==> src/rtl/md5sh_pkg.sv <==
// ---------------------------------------------------------------------------
// md5sh_pkg
// Types, constants and helper functions shared by the MD5 stream hasher.
// ---------------------------------------------------------------------------
package md5sh_pkg;

    localparam int WORD_W     = 32;
    localparam int NUM_BANKS  = 2;
    localparam int BANK_WORDS = 16;
    localparam int RAM_DEPTH  = NUM_BANKS * BANK_WORDS;
    localparam int RAM_AW     = $clog2(RAM_DEPTH);
    localparam int DESC_DEPTH = 2;

    typedef struct packed {
        logic [7:0] data_byte;
        logic       byte_present;
        logic       final_req;
    } byte_item_t;

    typedef struct packed {
        logic [63:0] digest_half;
        logic        half_index;
        logic        last_half;
    } digest_item_t;

    // Block descriptor handed from the front end to the round engine.
    typedef struct packed {
        logic last;
        logic bank;
    } desc_t;

    typedef enum logic [1:0] {
        FR_ABSORB,
        FR_PAD,
        FR_LEN
    } front_state_t;

    typedef enum logic [1:0] {
        BK_IDLE,
        BK_ROUND,
        BK_FOLD
    } back_state_t;

    localparam logic [3:0][31:0] MD5_IV = {
        32'h10325476, 32'h98badcfe, 32'hefcdab89, 32'h67452301
    };

    localparam logic [0:63][31:0] ROUND_K = {
        32'hd76aa478, 32'he8c7b756, 32'h242070db, 32'hc1bdceee,
        32'hf57c0faf, 32'h4787c62a, 32'ha8304613, 32'hfd469501,
        32'h698098d8, 32'h8b44f7af, 32'hffff5bb1, 32'h895cd7be,
        32'h6b901122, 32'hfd987193, 32'ha679438e, 32'h49b40821,
        32'hf61e2562, 32'hc040b340, 32'h265e5a51, 32'he9b6c7aa,
        32'hd62f105d, 32'h02441453, 32'hd8a1e681, 32'he7d3fbc8,
        32'h21e1cde6, 32'hc33707d6, 32'hf4d50d87, 32'h455a14ed,
        32'ha9e3e905, 32'hfcefa3f8, 32'h676f02d9, 32'h8d2a4c8a,
        32'hfffa3942, 32'h8771f681, 32'h6d9d6122, 32'hfde5380c,
        32'ha4beea44, 32'h4bdecfa9, 32'hf6bb4b60, 32'hbebfbc70,
        32'h289b7ec6, 32'heaa127fa, 32'hd4ef3085, 32'h04881d05,
        32'hd9d4d039, 32'he6db99e5, 32'h1fa27cf8, 32'hc4ac5665,
        32'hf4292244, 32'h432aff97, 32'hab9423a7, 32'hfc93a039,
        32'h655b59c3, 32'h8f0ccc92, 32'hffeff47d, 32'h85845dd1,
        32'h6fa87e4f, 32'hfe2ce6e0, 32'ha3014314, 32'h4e0811a1,
        32'hf7537e82, 32'hbd3af235, 32'h2ad7d2bb, 32'heb86d391
    };

    // Indexed by {phase, round[1:0]}.
    localparam logic [0:15][4:0] ROT_AMT = {
        5'd7, 5'd12, 5'd17, 5'd22, 5'd5, 5'd9,  5'd14, 5'd20,
        5'd4, 5'd11, 5'd16, 5'd23, 5'd6, 5'd10, 5'd15, 5'd21
    };

    function automatic logic [31:0] rotl32(input logic [31:0] v, input logic [4:0] s);
        logic [63:0] t;
        t = {v, v} << s;
        return t[63:32];
    endfunction

    // Message word used by a given round.
    function automatic logic [3:0] msg_idx(input logic [5:0] r);
        logic [3:0] n;
        n = r[3:0];
        unique case (r[5:4])
            2'd0: return n;
            2'd1: return n + (n << 2) + 4'd1;
            2'd2: return n + (n << 1) + 4'd5;
            2'd3: return (n << 3) - n;
        endcase
    endfunction

endpackage

==> src/rtl/md5sh_ram.sv <==
// ---------------------------------------------------------------------------
// md5sh_ram
// Generic single-write, single-read RAM with registered read data.
// ---------------------------------------------------------------------------
module md5sh_ram #(
    parameter int WIDTH = md5sh_pkg::WORD_W,
    parameter int DEPTH = md5sh_pkg::RAM_DEPTH
) (
    input  logic                     clk,
    input  logic                     we,
    input  logic [$clog2(DEPTH)-1:0] waddr,
    input  logic [WIDTH-1:0]         wdata,
    input  logic [$clog2(DEPTH)-1:0] raddr,
    output logic [WIDTH-1:0]         rdata
);

    logic [WIDTH-1:0] mem_reg [DEPTH];
    logic [WIDTH-1:0] rdata_reg;

    always_ff @(posedge clk)
    begin
        if (we)
        begin
            mem_reg[waddr] <= wdata;
        end
        rdata_reg <= mem_reg[raddr];
    end

    assign rdata = rdata_reg;

endmodule

==> src/rtl/md5sh_front.sv <==
// ---------------------------------------------------------------------------
// md5sh_front
// Takes message bytes, packs them into words in the block RAM, appends
// padding and bit length on the final marker, and queues full blocks.
// ---------------------------------------------------------------------------
module md5sh_front (
    input  logic                      clk,
    input  logic                      rst_n,
    input  logic                      push,
    output logic                      full,
    input  md5sh_pkg::byte_item_t     byte_item,
    input  logic                      blk_done,
    output logic                      desc_push,
    output md5sh_pkg::desc_t          desc,
    output logic                      ram_we,
    output logic [md5sh_pkg::RAM_AW-1:0] ram_waddr,
    output logic [md5sh_pkg::WORD_W-1:0] ram_wdata
);
    import md5sh_pkg::*;

    front_state_t state_reg, state_next;
    logic [63:0]  count_reg, count_next;
    logic [63:0]  len_reg, len_next;
    logic [5:0]   fill_reg, fill_next;
    logic [23:0]  word_reg, word_next;
    logic         pad_first_reg, pad_first_next;
    logic         bank_reg, bank_next;
    logic [1:0]   outs_reg, outs_next;

    logic       accept;
    logic       bank_free;
    logic       emit;
    logic [7:0] emit_byte;

    assign bank_free = (outs_reg != 2'(NUM_BANKS));
    assign accept    = push && !full;

    // Next state
    always_comb
    begin
        state_next = state_reg;
        unique case (state_reg)
            FR_ABSORB:
            begin
                if (accept && byte_item.final_req)
                begin
                    state_next = FR_PAD;
                end
            end
            FR_PAD:
            begin
                if (emit && fill_reg == 6'd55)
                begin
                    state_next = FR_LEN;
                end
            end
            FR_LEN:
            begin
                if (emit && (&fill_reg))
                begin
                    state_next = FR_ABSORB;
                end
            end
            default: state_next = FR_ABSORB;
        endcase
    end

    // Outputs
    always_comb
    begin
        full      = (state_reg != FR_ABSORB) || !bank_free;
        emit      = 1'b0;
        emit_byte = 8'h00;
        unique case (state_reg)
            FR_ABSORB:
            begin
                emit      = accept && byte_item.byte_present;
                emit_byte = byte_item.data_byte;
            end
            FR_PAD:
            begin
                emit      = bank_free;
                emit_byte = pad_first_reg ? 8'h80 : 8'h00;
            end
            FR_LEN:
            begin
                emit      = bank_free;
                emit_byte = len_reg[{fill_reg[2:0], 3'b000} +: 8];
            end
            default:
            begin
                emit      = 1'b0;
                emit_byte = 8'h00;
            end
        endcase
        ram_we     = emit && (fill_reg[1:0] == 2'b11);
        ram_waddr  = {bank_reg, fill_reg[5:2]};
        ram_wdata  = {emit_byte, word_reg};
        desc_push  = emit && (&fill_reg);
        desc.bank  = bank_reg;
        desc.last  = (state_reg == FR_LEN);
    end

    // Datapath
    always_comb
    begin
        count_next     = count_reg;
        len_next       = len_reg;
        pad_first_next = pad_first_reg;
        word_next      = word_reg;
        fill_next      = emit ? fill_reg + 6'd1 : fill_reg;
        bank_next      = desc_push ? !bank_reg : bank_reg;
        outs_next      = outs_reg + {1'b0, desc_push} - {1'b0, blk_done};

        if (accept)
        begin
            if (byte_item.final_req)
            begin
                // latch the bit length including this transaction's byte
                len_next       = (count_reg + {63'd0, byte_item.byte_present}) << 3;
                count_next     = 64'd0;
                pad_first_next = 1'b1;
            end
            else
            begin
                count_next = count_reg + {63'd0, byte_item.byte_present};
            end
        end
        if (state_reg == FR_PAD && emit)
        begin
            pad_first_next = 1'b0;
        end

        if (emit)
        begin
            unique case (fill_reg[1:0])
                2'd0: word_next[7:0]   = emit_byte;
                2'd1: word_next[15:8]  = emit_byte;
                2'd2: word_next[23:16] = emit_byte;
                2'd3: word_next        = word_reg;
            endcase
        end
    end

    always_ff @(posedge clk or negedge rst_n)
    begin
        if (!rst_n)
        begin
            state_reg     <= FR_ABSORB;
            count_reg     <= 64'd0;
            fill_reg      <= 6'd0;
            pad_first_reg <= 1'b0;
            bank_reg      <= 1'b0;
            outs_reg      <= 2'd0;
        end
        else
        begin
            state_reg     <= state_next;
            count_reg     <= count_next;
            fill_reg      <= fill_next;
            pad_first_reg <= pad_first_next;
            bank_reg      <= bank_next;
            outs_reg      <= outs_next;
        end
    end

    always_ff @(posedge clk)
    begin
        len_reg  <= len_next;
        word_reg <= word_next;
    end

endmodule

==> src/rtl/md5sh_descq.sv <==
// ---------------------------------------------------------------------------
// md5sh_descq
// Two-entry queue of block descriptors between front end and round engine.
// ---------------------------------------------------------------------------
module md5sh_descq (
    input  logic              clk,
    input  logic              rst_n,
    input  logic              wr,
    input  md5sh_pkg::desc_t  wr_desc,
    input  logic              rd,
    output md5sh_pkg::desc_t  rd_desc,
    output logic              q_empty
);
    import md5sh_pkg::*;

    localparam int PTR_W = $clog2(DESC_DEPTH);
    localparam int CNT_W = $clog2(DESC_DEPTH + 1);

    desc_t             entry_reg [DESC_DEPTH];
    logic [PTR_W-1:0]  wptr_reg, wptr_next;
    logic [PTR_W-1:0]  rptr_reg, rptr_next;
    logic [CNT_W-1:0]  cnt_reg, cnt_next;

    assign q_empty = (cnt_reg == '0);
    assign rd_desc = entry_reg[rptr_reg];

    always_comb
    begin
        wptr_next = wr ? PTR_W'(wptr_reg + 1'b1) : wptr_reg;
        rptr_next = rd ? PTR_W'(rptr_reg + 1'b1) : rptr_reg;
        cnt_next  = cnt_reg + CNT_W'(wr) - CNT_W'(rd);
    end

    always_ff @(posedge clk or negedge rst_n)
    begin
        if (!rst_n)
        begin
            wptr_reg <= '0;
            rptr_reg <= '0;
            cnt_reg  <= '0;
        end
        else
        begin
            wptr_reg <= wptr_next;
            rptr_reg <= rptr_next;
            cnt_reg  <= cnt_next;
        end
    end

    always_ff @(posedge clk)
    begin
        if (wr)
        begin
            entry_reg[wptr_reg] <= wr_desc;
        end
    end

endmodule

==> src/rtl/md5sh_back.sv <==
// ---------------------------------------------------------------------------
// md5sh_back
// Round engine: one MD5 round per cycle over a queued block, chaining value
// update, and a two-transaction digest output register.
// ---------------------------------------------------------------------------
module md5sh_back (
    input  logic                         clk,
    input  logic                         rst_n,
    input  logic                         q_empty,
    input  md5sh_pkg::desc_t             q_desc,
    output logic                         q_pop,
    output logic [md5sh_pkg::RAM_AW-1:0] ram_raddr,
    input  logic [md5sh_pkg::WORD_W-1:0] ram_rdata,
    output logic                         blk_done,
    output logic                         empty,
    input  logic                         pop,
    output md5sh_pkg::digest_item_t      digest_item
);
    import md5sh_pkg::*;

    back_state_t      state_reg, state_next;
    logic [5:0]       round_reg, round_next;
    logic             bank_reg, bank_next;
    logic             last_reg, last_next;
    logic [31:0]      a_reg, b_reg, c_reg, d_reg;
    logic [31:0]      a_next, b_next, c_next, d_next;
    logic [3:0][31:0] cv_reg, cv_next;
    logic [3:0][31:0] digest_reg, digest_next;
    logic             out_valid_reg, out_valid_next;
    logic             half_reg, half_next;

    logic [31:0]      f;
    logic [31:0]      sum;
    logic [31:0]      b_round;
    logic [3:0][31:0] folded;

    // Next state
    always_comb
    begin
        state_next = state_reg;
        unique case (state_reg)
            BK_IDLE:  if (q_pop) state_next = BK_ROUND;
            BK_ROUND: if (&round_reg) state_next = BK_FOLD;
            BK_FOLD:  state_next = BK_IDLE;
            default:  state_next = BK_IDLE;
        endcase
    end

    // Outputs
    always_comb
    begin
        // hold off a new block while a digest waits to be taken
        q_pop    = (state_reg == BK_IDLE) && !q_empty && !out_valid_reg;
        blk_done = (state_reg == BK_FOLD);
        if (state_reg == BK_IDLE)
        begin
            ram_raddr = {q_desc.bank, 4'd0};
        end
        else
        begin
            // fetch one round ahead to cover the RAM read latency
            ram_raddr = {bank_reg, msg_idx(round_reg + 6'd1)};
        end
        empty                   = !out_valid_reg;
        digest_item.digest_half = half_reg ? {digest_reg[3], digest_reg[2]}
                                           : {digest_reg[1], digest_reg[0]};
        digest_item.half_index  = half_reg;
        digest_item.last_half   = half_reg;
    end

    // Round function
    always_comb
    begin
        unique case (round_reg[5:4])
            2'd0: f = (b_reg & c_reg) | (~b_reg & d_reg);
            2'd1: f = (b_reg & d_reg) | (c_reg & ~d_reg);
            2'd2: f = b_reg ^ c_reg ^ d_reg;
            2'd3: f = c_reg ^ (b_reg | ~d_reg);
        endcase
        sum     = a_reg + f + ROUND_K[round_reg] + ram_rdata;
        b_round = b_reg + rotl32(sum, ROT_AMT[{round_reg[5:4], round_reg[1:0]}]);
        folded[0] = cv_reg[0] + a_reg;
        folded[1] = cv_reg[1] + b_reg;
        folded[2] = cv_reg[2] + c_reg;
        folded[3] = cv_reg[3] + d_reg;
    end

    // Datapath
    always_comb
    begin
        round_next     = round_reg;
        bank_next      = bank_reg;
        last_next      = last_reg;
        a_next         = a_reg;
        b_next         = b_reg;
        c_next         = c_reg;
        d_next         = d_reg;
        cv_next        = cv_reg;
        digest_next    = digest_reg;
        out_valid_next = out_valid_reg;
        half_next      = half_reg;

        if (out_valid_reg && pop)
        begin
            if (half_reg)
            begin
                out_valid_next = 1'b0;
                half_next      = 1'b0;
            end
            else
            begin
                half_next = 1'b1;
            end
        end

        unique case (state_reg)
            BK_IDLE:
            begin
                if (q_pop)
                begin
                    round_next = 6'd0;
                    bank_next  = q_desc.bank;
                    last_next  = q_desc.last;
                    a_next     = cv_reg[0];
                    b_next     = cv_reg[1];
                    c_next     = cv_reg[2];
                    d_next     = cv_reg[3];
                end
            end
            BK_ROUND:
            begin
                a_next     = d_reg;
                b_next     = b_round;
                c_next     = b_reg;
                d_next     = c_reg;
                round_next = round_reg + 6'd1;
            end
            BK_FOLD:
            begin
                if (last_reg)
                begin
                    digest_next    = folded;
                    cv_next        = MD5_IV;
                    out_valid_next = 1'b1;
                    half_next      = 1'b0;
                end
                else
                begin
                    cv_next = folded;
                end
            end
            default:
            begin
                round_next = round_reg;
            end
        endcase
    end

    always_ff @(posedge clk or negedge rst_n)
    begin
        if (!rst_n)
        begin
            state_reg     <= BK_IDLE;
            round_reg     <= 6'd0;
            cv_reg        <= MD5_IV;
            out_valid_reg <= 1'b0;
            half_reg      <= 1'b0;
        end
        else
        begin
            state_reg     <= state_next;
            round_reg     <= round_next;
            cv_reg        <= cv_next;
            out_valid_reg <= out_valid_next;
            half_reg      <= half_next;
        end
    end

    always_ff @(posedge clk)
    begin
        bank_reg   <= bank_next;
        last_reg   <= last_next;
        a_reg      <= a_next;
        b_reg      <= b_next;
        c_reg      <= c_next;
        d_reg      <= d_next;
        digest_reg <= digest_next;
    end

endmodule

==> src/rtl/md5_stream_hasher.sv <==
// ---------------------------------------------------------------------------
// md5_stream_hasher
// Byte-in MD5: 1 byte per cycle while a block bank is free; the single round
// engine works one 64-byte block at a time (one round per cycle) while the
// front end fills the other bank. After the final marker, padding and length
// enter one byte per cycle while a bank is free (input held full), and the
// first digest half appears once the engine has folded the last block.
// Reset clears control state and loads the MD5 initial words; no RAM clearing.
// ---------------------------------------------------------------------------
module md5_stream_hasher (
    input  logic                    clk,
    input  logic                    rst_n,
    input  logic                    push,
    output logic                    full,
    input  md5sh_pkg::byte_item_t   byte_item,
    input  logic                    pop,
    output logic                    empty,
    output md5sh_pkg::digest_item_t digest_item
);
    import md5sh_pkg::*;

    logic              blk_done;
    logic              desc_push;
    desc_t             desc_in;
    desc_t             desc_out;
    logic              q_empty;
    logic              q_pop;
    logic              ram_we;
    logic [RAM_AW-1:0] ram_waddr;
    logic [WORD_W-1:0] ram_wdata;
    logic [RAM_AW-1:0] ram_raddr;
    logic [WORD_W-1:0] ram_rdata;

    md5sh_front u_front (
        .clk       (clk),
        .rst_n     (rst_n),
        .push      (push),
        .full      (full),
        .byte_item (byte_item),
        .blk_done  (blk_done),
        .desc_push (desc_push),
        .desc      (desc_in),
        .ram_we    (ram_we),
        .ram_waddr (ram_waddr),
        .ram_wdata (ram_wdata)
    );

    md5sh_descq u_descq (
        .clk     (clk),
        .rst_n   (rst_n),
        .wr      (desc_push),
        .wr_desc (desc_in),
        .rd      (q_pop),
        .rd_desc (desc_out),
        .q_empty (q_empty)
    );

    md5sh_ram #(
        .WIDTH (WORD_W),
        .DEPTH (RAM_DEPTH)
    ) u_blk_ram (
        .clk   (clk),
        .we    (ram_we),
        .waddr (ram_waddr),
        .wdata (ram_wdata),
        .raddr (ram_raddr),
        .rdata (ram_rdata)
    );

    md5sh_back u_back (
        .clk         (clk),
        .rst_n       (rst_n),
        .q_empty     (q_empty),
        .q_desc      (desc_out),
        .q_pop       (q_pop),
        .ram_raddr   (ram_raddr),
        .ram_rdata   (ram_rdata),
        .blk_done    (blk_done),
        .empty       (empty),
        .pop         (pop),
        .digest_item (digest_item)
    );

endmodule

==> config.mk <==
export PLATFORM = sky130hd
export DESIGN_NAME = md5_stream_hasher
export DESIGN_NICKNAME = d
export VERILOG_FILES = /design/src/rtl/md5sh_pkg.sv /design/src/rtl/md5sh_ram.sv /design/src/rtl/md5sh_front.sv /design/src/rtl/md5sh_descq.sv /design/src/rtl/md5sh_back.sv /design/src/rtl/md5_stream_hasher.sv
export SDC_FILE = /design/constraint.sdc
export NUM_CORES = 2
export LEC_CHECK = 0
export BUFFER_PORTS_ARGS = -buffer_cell sky130_fd_sc_hd__buf_2
export CAP_MARGIN = 10
export CORE_MARGIN = 5
export CORE_UTILIZATION = 56
export CTS_CLUSTER_DIAMETER = 50
export DETAILED_ROUTE_END_ITERATION = 6
export PLACE_DENSITY = 0.81
export SLEW_MARGIN = 20
export SYNTH_ARGS = -nofsm -noshare
export SYNTH_HDL_FRONTEND = slang
export SYNTH_SLANG_ARGS = --single-unit
==> constraint.sdc <==
create_clock -name clk -period 18.7 [get_ports clk]
set_clock_uncertainty 0.05 [all_clocks]
set_input_delay 0 -clock clk [delete_from_list [all_inputs] [get_ports clk]]
set_output_delay 0 -clock clk [all_outputs]
set_load 0.01 [all_outputs]
* Word level (Yosys, flattened, before mapping)
Memories as Yosys holds them, arrays and structs flattened. A register that Yosys moved wholly into a read port is not among the register bits. Cells that the tools add are included.
Storage, ports and cells: output and inout port bits 68, memories 4, input port bits 14, register bits after elaboration 561, word-level logic and storage cells 179, bits in read-only memories 2128, bits in writable memories 1028
Cells by class: add/sub/neg operators 22, shift operators 2, reductions and logical operators 39, equality and inequality tests 20, mux-type cells 45, $lt $le $gt $ge 2, bitwise gates (word level) 14
Memories:
- (name not given) | words 64, width 32, read ports 1, clocked after Yosys merged registers in 0, write ports 0, line md5sh_back.sv:80 | sum = a_reg + f + ROUND_K[round_reg] + ram_rdata;
- u_blk_ram.mem_reg | words 32, width 32, read ports 1, clocked after Yosys merged registers in 1, write ports 1, line md5sh_ram.sv:17 | logic [WIDTH-1:0] mem_reg [DEPTH];
- (name not given) | words 16, width 5, read ports 1, clocked after Yosys merged registers in 0, write ports 0, line md5sh_back.sv:81 | b_round = b_reg + rotl32(sum, ROT_AMT[{round_reg[5:4], round_reg[1:0]}]);
- u_descq.entry_reg | words 2, width 2, read ports 1, clocked after Yosys merged registers in 0, write ports 1, line md5sh_descq.sv:19 | desc_t entry_reg [DESC_DEPTH];
Operator list (count):
- 32-bit adder | 8
- 32-bit case mux with 2 select lines | 4
- 32-bit 2-to-1 mux | 6
- 32-bit AND | 4
- 128-bit 2-to-1 mux | 1
- 64-bit 2-to-1 mux | 2
- 32-bit case mux with 4 select lines | 1
- 32-bit bitwise OR | 3
- 32-bit XOR | 3
- 64-bit by 1-bit adder with 64-bit output | 1
- 32-bit inverter | 2
- 64-bit by 7-bit variable part select with 8-bit output | 1
- 64-bit by 5-bit << shifter with 64-bit output | 1
- 8-bit case mux with 3 select lines | 1
- 2-bit AND reduction | 9
- 2-bit == test, second input constant | 8
- 4-bit case mux with 4 select lines | 1
- 1-bit 2-to-1 mux | 15
- 5-bit 2-to-1 mux | 3
- 6-bit by 1-bit adder with 6-bit output, second input constant | 2
- 2-bit zero test | 6
- 6-bit case mux with 2 select lines | 1
- 6-bit AND reduction | 2
- 2-bit by 1-bit == test with 1-bit output, second input constant | 5
- other kinds (26) | 54

* Longest topological paths before layout
word-level depth 10, mapped depth 41, mapped depth without buffers 39

* Modules after synthesis
A second synthesis with hierarchy kept.
Unflattened totals: cell total of the unflattened synthesis 6590, area total of the unflattened synthesis 81270.4 µm²
By module, submodules not included:
- md5sh_ram | sequential area each 31390.1 µm², area an instance 40485.1 µm², cells an instance 2260, times used 1
- md5sh_back | sequential area each 11280.8 µm², area an instance 32428.6 µm², cells an instance 3604, times used 1
- md5sh_front | sequential area each 4379.2 µm², area an instance 8023.9 µm², cells an instance 706, times used 1
- md5sh_descq | sequential area each 220.2 µm², area an instance 332.8 µm², cells an instance 20, times used 1

* Worst setup path before layout
Ideal clock, no wire load.
path kind register to register, from register u_back.round_reg[0], to register u_back.b_reg[31], data pin, buffers on the path 2, cell stages (with the launch flop) 39, path slack 9613 ps, data required time 18377 ps, clock period less this slack 9087 ps, arrival 8764 ps, setup time 273 ps, cell sequence dfrtp_1 > clkbuf_1 > inv_1 > ha_1 > clkbuf_1 > nor2_1 > o311a_1 > a311oi_1 > a21oi_1 > fa_1 > inv_1 > fa_1 > inv_1 > ha_1 > inv_1 > fa_1 > nor2b_1 > o2111ai_1 > [... 3 more ...] > nor3_1 > o31a_2 > mux2i_1 > o21ai_0 > o22a_1 > mux2_2 > ha_1 > a21oi_1 > o21bai_1 > a2111oi_0 > a211oi_1 > o311ai_1 > a211oi_1 > o41ai_1 > mux2i_1 > a21oi_1 > o2111ai_1 > o221ai_1
On the way: word-level cells in the longest chain between the ends 9, elaborated cells between the ends (all ways) 13, classes of those cells add/sub: 3; shift: 1; mux: 5; bitwise: 2; memory: 2
Ends and longest elaborated chain:
- start: declaration | line md5sh_back.sv:22 | logic [5:0] round_reg, round_next;
- start signal: assignment | line md5sh_back.sv:172 | round_reg <= round_next;
- 6-bit inverter with 7-bit output (not written as such) | line md5sh_back.sv:80
- memory 64 x 32 bit
- 32-bit 2-to-1 mux (not written as such) (2 in a row) | line md5sh_back.sv:80
- 32-bit adder (2 in a row) | line md5sh_back.sv:80
- 64-bit by 5-bit << shifter with 64-bit output (*) | line md5sh_pkg.sv:75 | t = {v, v} << s;
- 32-bit adder (*) | line md5sh_back.sv:81
- 32-bit case mux with 2 select lines (*) | line md5sh_back.sv:116 | unique case (state_reg)
- net u_back.b_next[31] | line md5sh_back.sv:26 | logic [31:0] a_next, b_next, c_next, d_next;
- end signal: assignment | line md5sh_back.sv:184 | b_reg <= b_next;
- end: declaration | line md5sh_back.sv:25 | logic [31:0] a_reg, b_reg, c_reg, d_reg;
Mark *: on every way through the listed nets, which the timed path passes. The rest lies on a longest branch. The select of a mux whose other input is x is not followed. A chain may end at the register's enable or synchronous reset.

* Worst setup path in the final report
Same ends and word-level chain as after synthesis.

==> results.txt <==
----------------------------------------------------
[Final layout]
  Sequential cell area ... 47300 sq um
  Final Net Count ... about 7400
  Multi-input gate area ... 32600 sq um
  # fillers ... 10800
  Flip-flop count of the largest register after layout ... 1024
  Proportion of layout cells with a drive suffix above 1 ... 10.1%
  Area growth from synthesis to layout ... 10.3%

[Synthesis]
  Cell area after synthesis ... 82000 sq um
  Number of flip-flops and latches in the synthesized netlist ... 1618
  Dominant synthesized flop cell ... edfxtp_1
  Post-synthesis net count ... between 7000 and 8000
  Register area share after synthesis ... between 50% and 60%
  Yosys cell types ... 96
  Gate Count Post-Synth ... 7176
  Yosys synthesis warning count ... 0
  Fraction of registers with async set or reset after synthesis ... between 10% and 20%
  Mean cell area of the mapped netlist ... around 11 sq um
  Number of enable flip-flop cells after synthesis ... 1371

[Critical path]
  Critical path's most frequent cell ... a21oi_1
  Delay contributed by the slowest stage of the critical path ... 0.72 ns
  Crit-path slowest cell ... ha_1
  Largest fanout on the critical path ... 31
  Startpoint of the most critical setup path ... u_back.round_reg[0]
  Source of the worst register-to-register timing path ... u_back.round_reg[0]
  Endpoint required time on the critical path ... 19.16 ns
  Reg2Reg Setup Slack ... 7.48 ns
  CP startpoint kind ... flip-flop
  Endpoint arrival time on the critical path ... 11.68 ns
  Sort of element at the end of the critical path ... flip-flop
  Worst Path Class, Setup ... flip-flop to flip-flop

[Floorplan]
  Area inside the core boundary ... 146000 sq um
  Initial cell density of the core ... 56.3%
  Num rows ... 140
  Die Width ... 393 um
  Top-level port count ... 82
  Floorplan die area ... 154000 sq um
  Vertical die dimension ... 393 um

[Global routing]
  All-Layer GR Usage ... around 30%
  Largest net degree at the start of global routing ... 251
  GR Overflow Total ... 0
  Antenna violations before repair ... 7
  First-pass GRT wire length ... 353000 um
  Number of global-route vias before repair ... between 50000 and 60000

[Clock tree]
  Worst skew pair latency ... 0.85 ns
  Clock buffer count from CTS ... 171
  Post-CTS setup buffer count ... 0
  Clk root buf ... clkbuf_16
  Clock Sink Count ... 1618
  Reg clk slew, reported paths ... 0.06 ns
  CTS hold repair buffers ... 15
  PostCTS Resize Cnt ... 0
  Clock tree from TritonCTS ... built
  Maximum number of buffers from clock root to sink ... 3
  H-tree levels ... 4

[Timing]
  Unrepaired setup endpoints after global routing ... no
  Count of final max-slew check failures ... 0
  Hold Vio Cnt, Final ... 0
  Max Freq ... 89.1 MHz
  Post-layout minimum cycle time ... 11.22 ns
  Endpoints failing setup ... 0
  Slew HR ... 12.9%
  Tightest Pin Transition ... 1.31 ns
  Aggregate negative setup slack ... 0 ns
  Final clock period utilization by the worst path ... 60.0%

[Outcome]
  Result of the run ... finished with violations
  Violations in the final reports ... design-rule violations

[Route]
  Antenna-violating nets left ... 0
  Vias ... 59700
  Routed via count divided by cell count ... ~6.5
  Length of the first detailed-routing pass in iterations ... 7
  Number of remaining DRC errors ... 3
  Average detailed-routed wire length per instance ... 25.9 um
  Post-Route WL ... 237000 um
  DRT iter0 DRCs ... roughly 7500

[Place]
  Post-DP HPWL ... between 100000 and 150000 um
  Routability congestion estimate ... 0.994
  Number of buffers added on ports ... 81

[Hold path]
  Worst min-delay path class ... primary input to flip-flop
  Hold wc startpoint ... pop

[Flow run]
  MaxCap Viol Count ... 0

----------------------------------------------------
synth_stat cells, drive strengths merged (84+ instances only):
library cell	number	area share, %
and2	283	2.2
a31oi	207	1.6
dfrtp	151	4.6
ha	230	3.5
nand2	1128	5.2
xnor2	223	2.4
xor2	84	0.90
edfxtp	1371	50
a311oi	151	1.6
a21o	121	1.1
a22o	88	0.94
a21oi	399	2.4
nor2	315	1.4
mux2	94	1.3
o21ai	291	1.8
inv	227	1.0
clkbuf	379	1.7
a211oi	399	3.7
routing by layer:
| metal | vias up | track usage (%) | wire, um |
|---|---|---|---|
| met5 | - | 0 | 0 |
| met4 | 0 | 14.6 | 12700 |
| met3 | 586 | 5.29 | 21800 |
| met2 | 3119 | 48.3 | 111000 |
| met1 | 29400 | 40.6 | 92200 |
| li1 | 26500 | - | - |
worst max-delay path: cells and delay by family, from the launching register on:
family                   cells  cell delay, ns
AO/OA/AOI/OAI               19            5.03
flip-flops                   1            0.32
buffers and inverters        6            1.19
multiplexers                 4            0.80
adder cells (fa/ha/maj)      6            2.58
AND/OR/NAND/NOR              4            0.93
path summary, 6_finish.rpt:
path,cells after the start,to
max reg2reg,39,u_back.b_reg[31]
min,4,u_back.out_valid_reg
min in group asynchronous,3,u_back.cv_reg[81]
max,39,u_back.b_reg[31]
max in group asynchronous,5,u_front.state_reg[0]
min reg2reg,1,u_descq.cnt_reg[1]
per-stage QoR:
stage | worst slack, ns | utilization, % | hold slack (ns) | cells | instance area, sq um
detailed placement | 7.86 | 58.0 | -0.0404 | 8831 | 84400
floorplan | 9.61 | - | -0.346 | 7176 | 82000
finish | 7.48 | 62.1 | 0.125 | 9172 | 90400
global placement | 7.93 | 58.0 | -0.0406 | 8831 | 84400
CTS | 7.74 | 62.1 | 0.0516 | 9167 | 90300
global route | 6.80 | 62.1 | 0.0927 | 9168 | 90400
final cells by class:
cell class	instances	share of cell area, %
clock buffers	211	5.06
diodes	4	0.0111
clock inverters	110	1.36
well taps	1917	2.65
multi-input cells	4887	36.0
repair buffers	195	1.60
flip-flops and latches	1618	52.3
inverters	230	0.955
cell families (layout without fill, tap and decap cells):
logic type / count (synthesis) / in the layout / synth area share [%]
AND/OR/NAND/NOR: 2105 / 2105 / 11.5
AO/OA/AOI/OAI: 1987 / 1987 / 16.4
flip-flops: 1618 / 1618 / 57.7
buffers and inverters: 671 / 746 / 3.13
XOR/XNOR: 307 / 307 / 3.28
adder cells (fa/ha/maj): 297 / 297 / 5.15
multiplexers: 191 / 191 / 2.78
other: 0 / 4 / 0
cell usage in the layout, fill, tap and decap left out, types with 121 or more instances in the layout:
master	Yosys	routed
a21oi_1	399	399
and2_1	282	282
nand2_1	1128	1127
a211oi_1	399	399
xnor2_1	223	222
nor2_1	315	270
clkbuf_16	0	171
a21o_1	121	121
ha_1	230	230
a311oi_1	151	151
a31oi_1	206	206
edfxtp_1	1371	1371
o21ai_0	281	281
dfrtp_1	151	146
inv_1	226	226
Power is left out: the tool's default activity adds up to more than one toggle a clock period on the data nets, which glitch-free logic cannot reach.
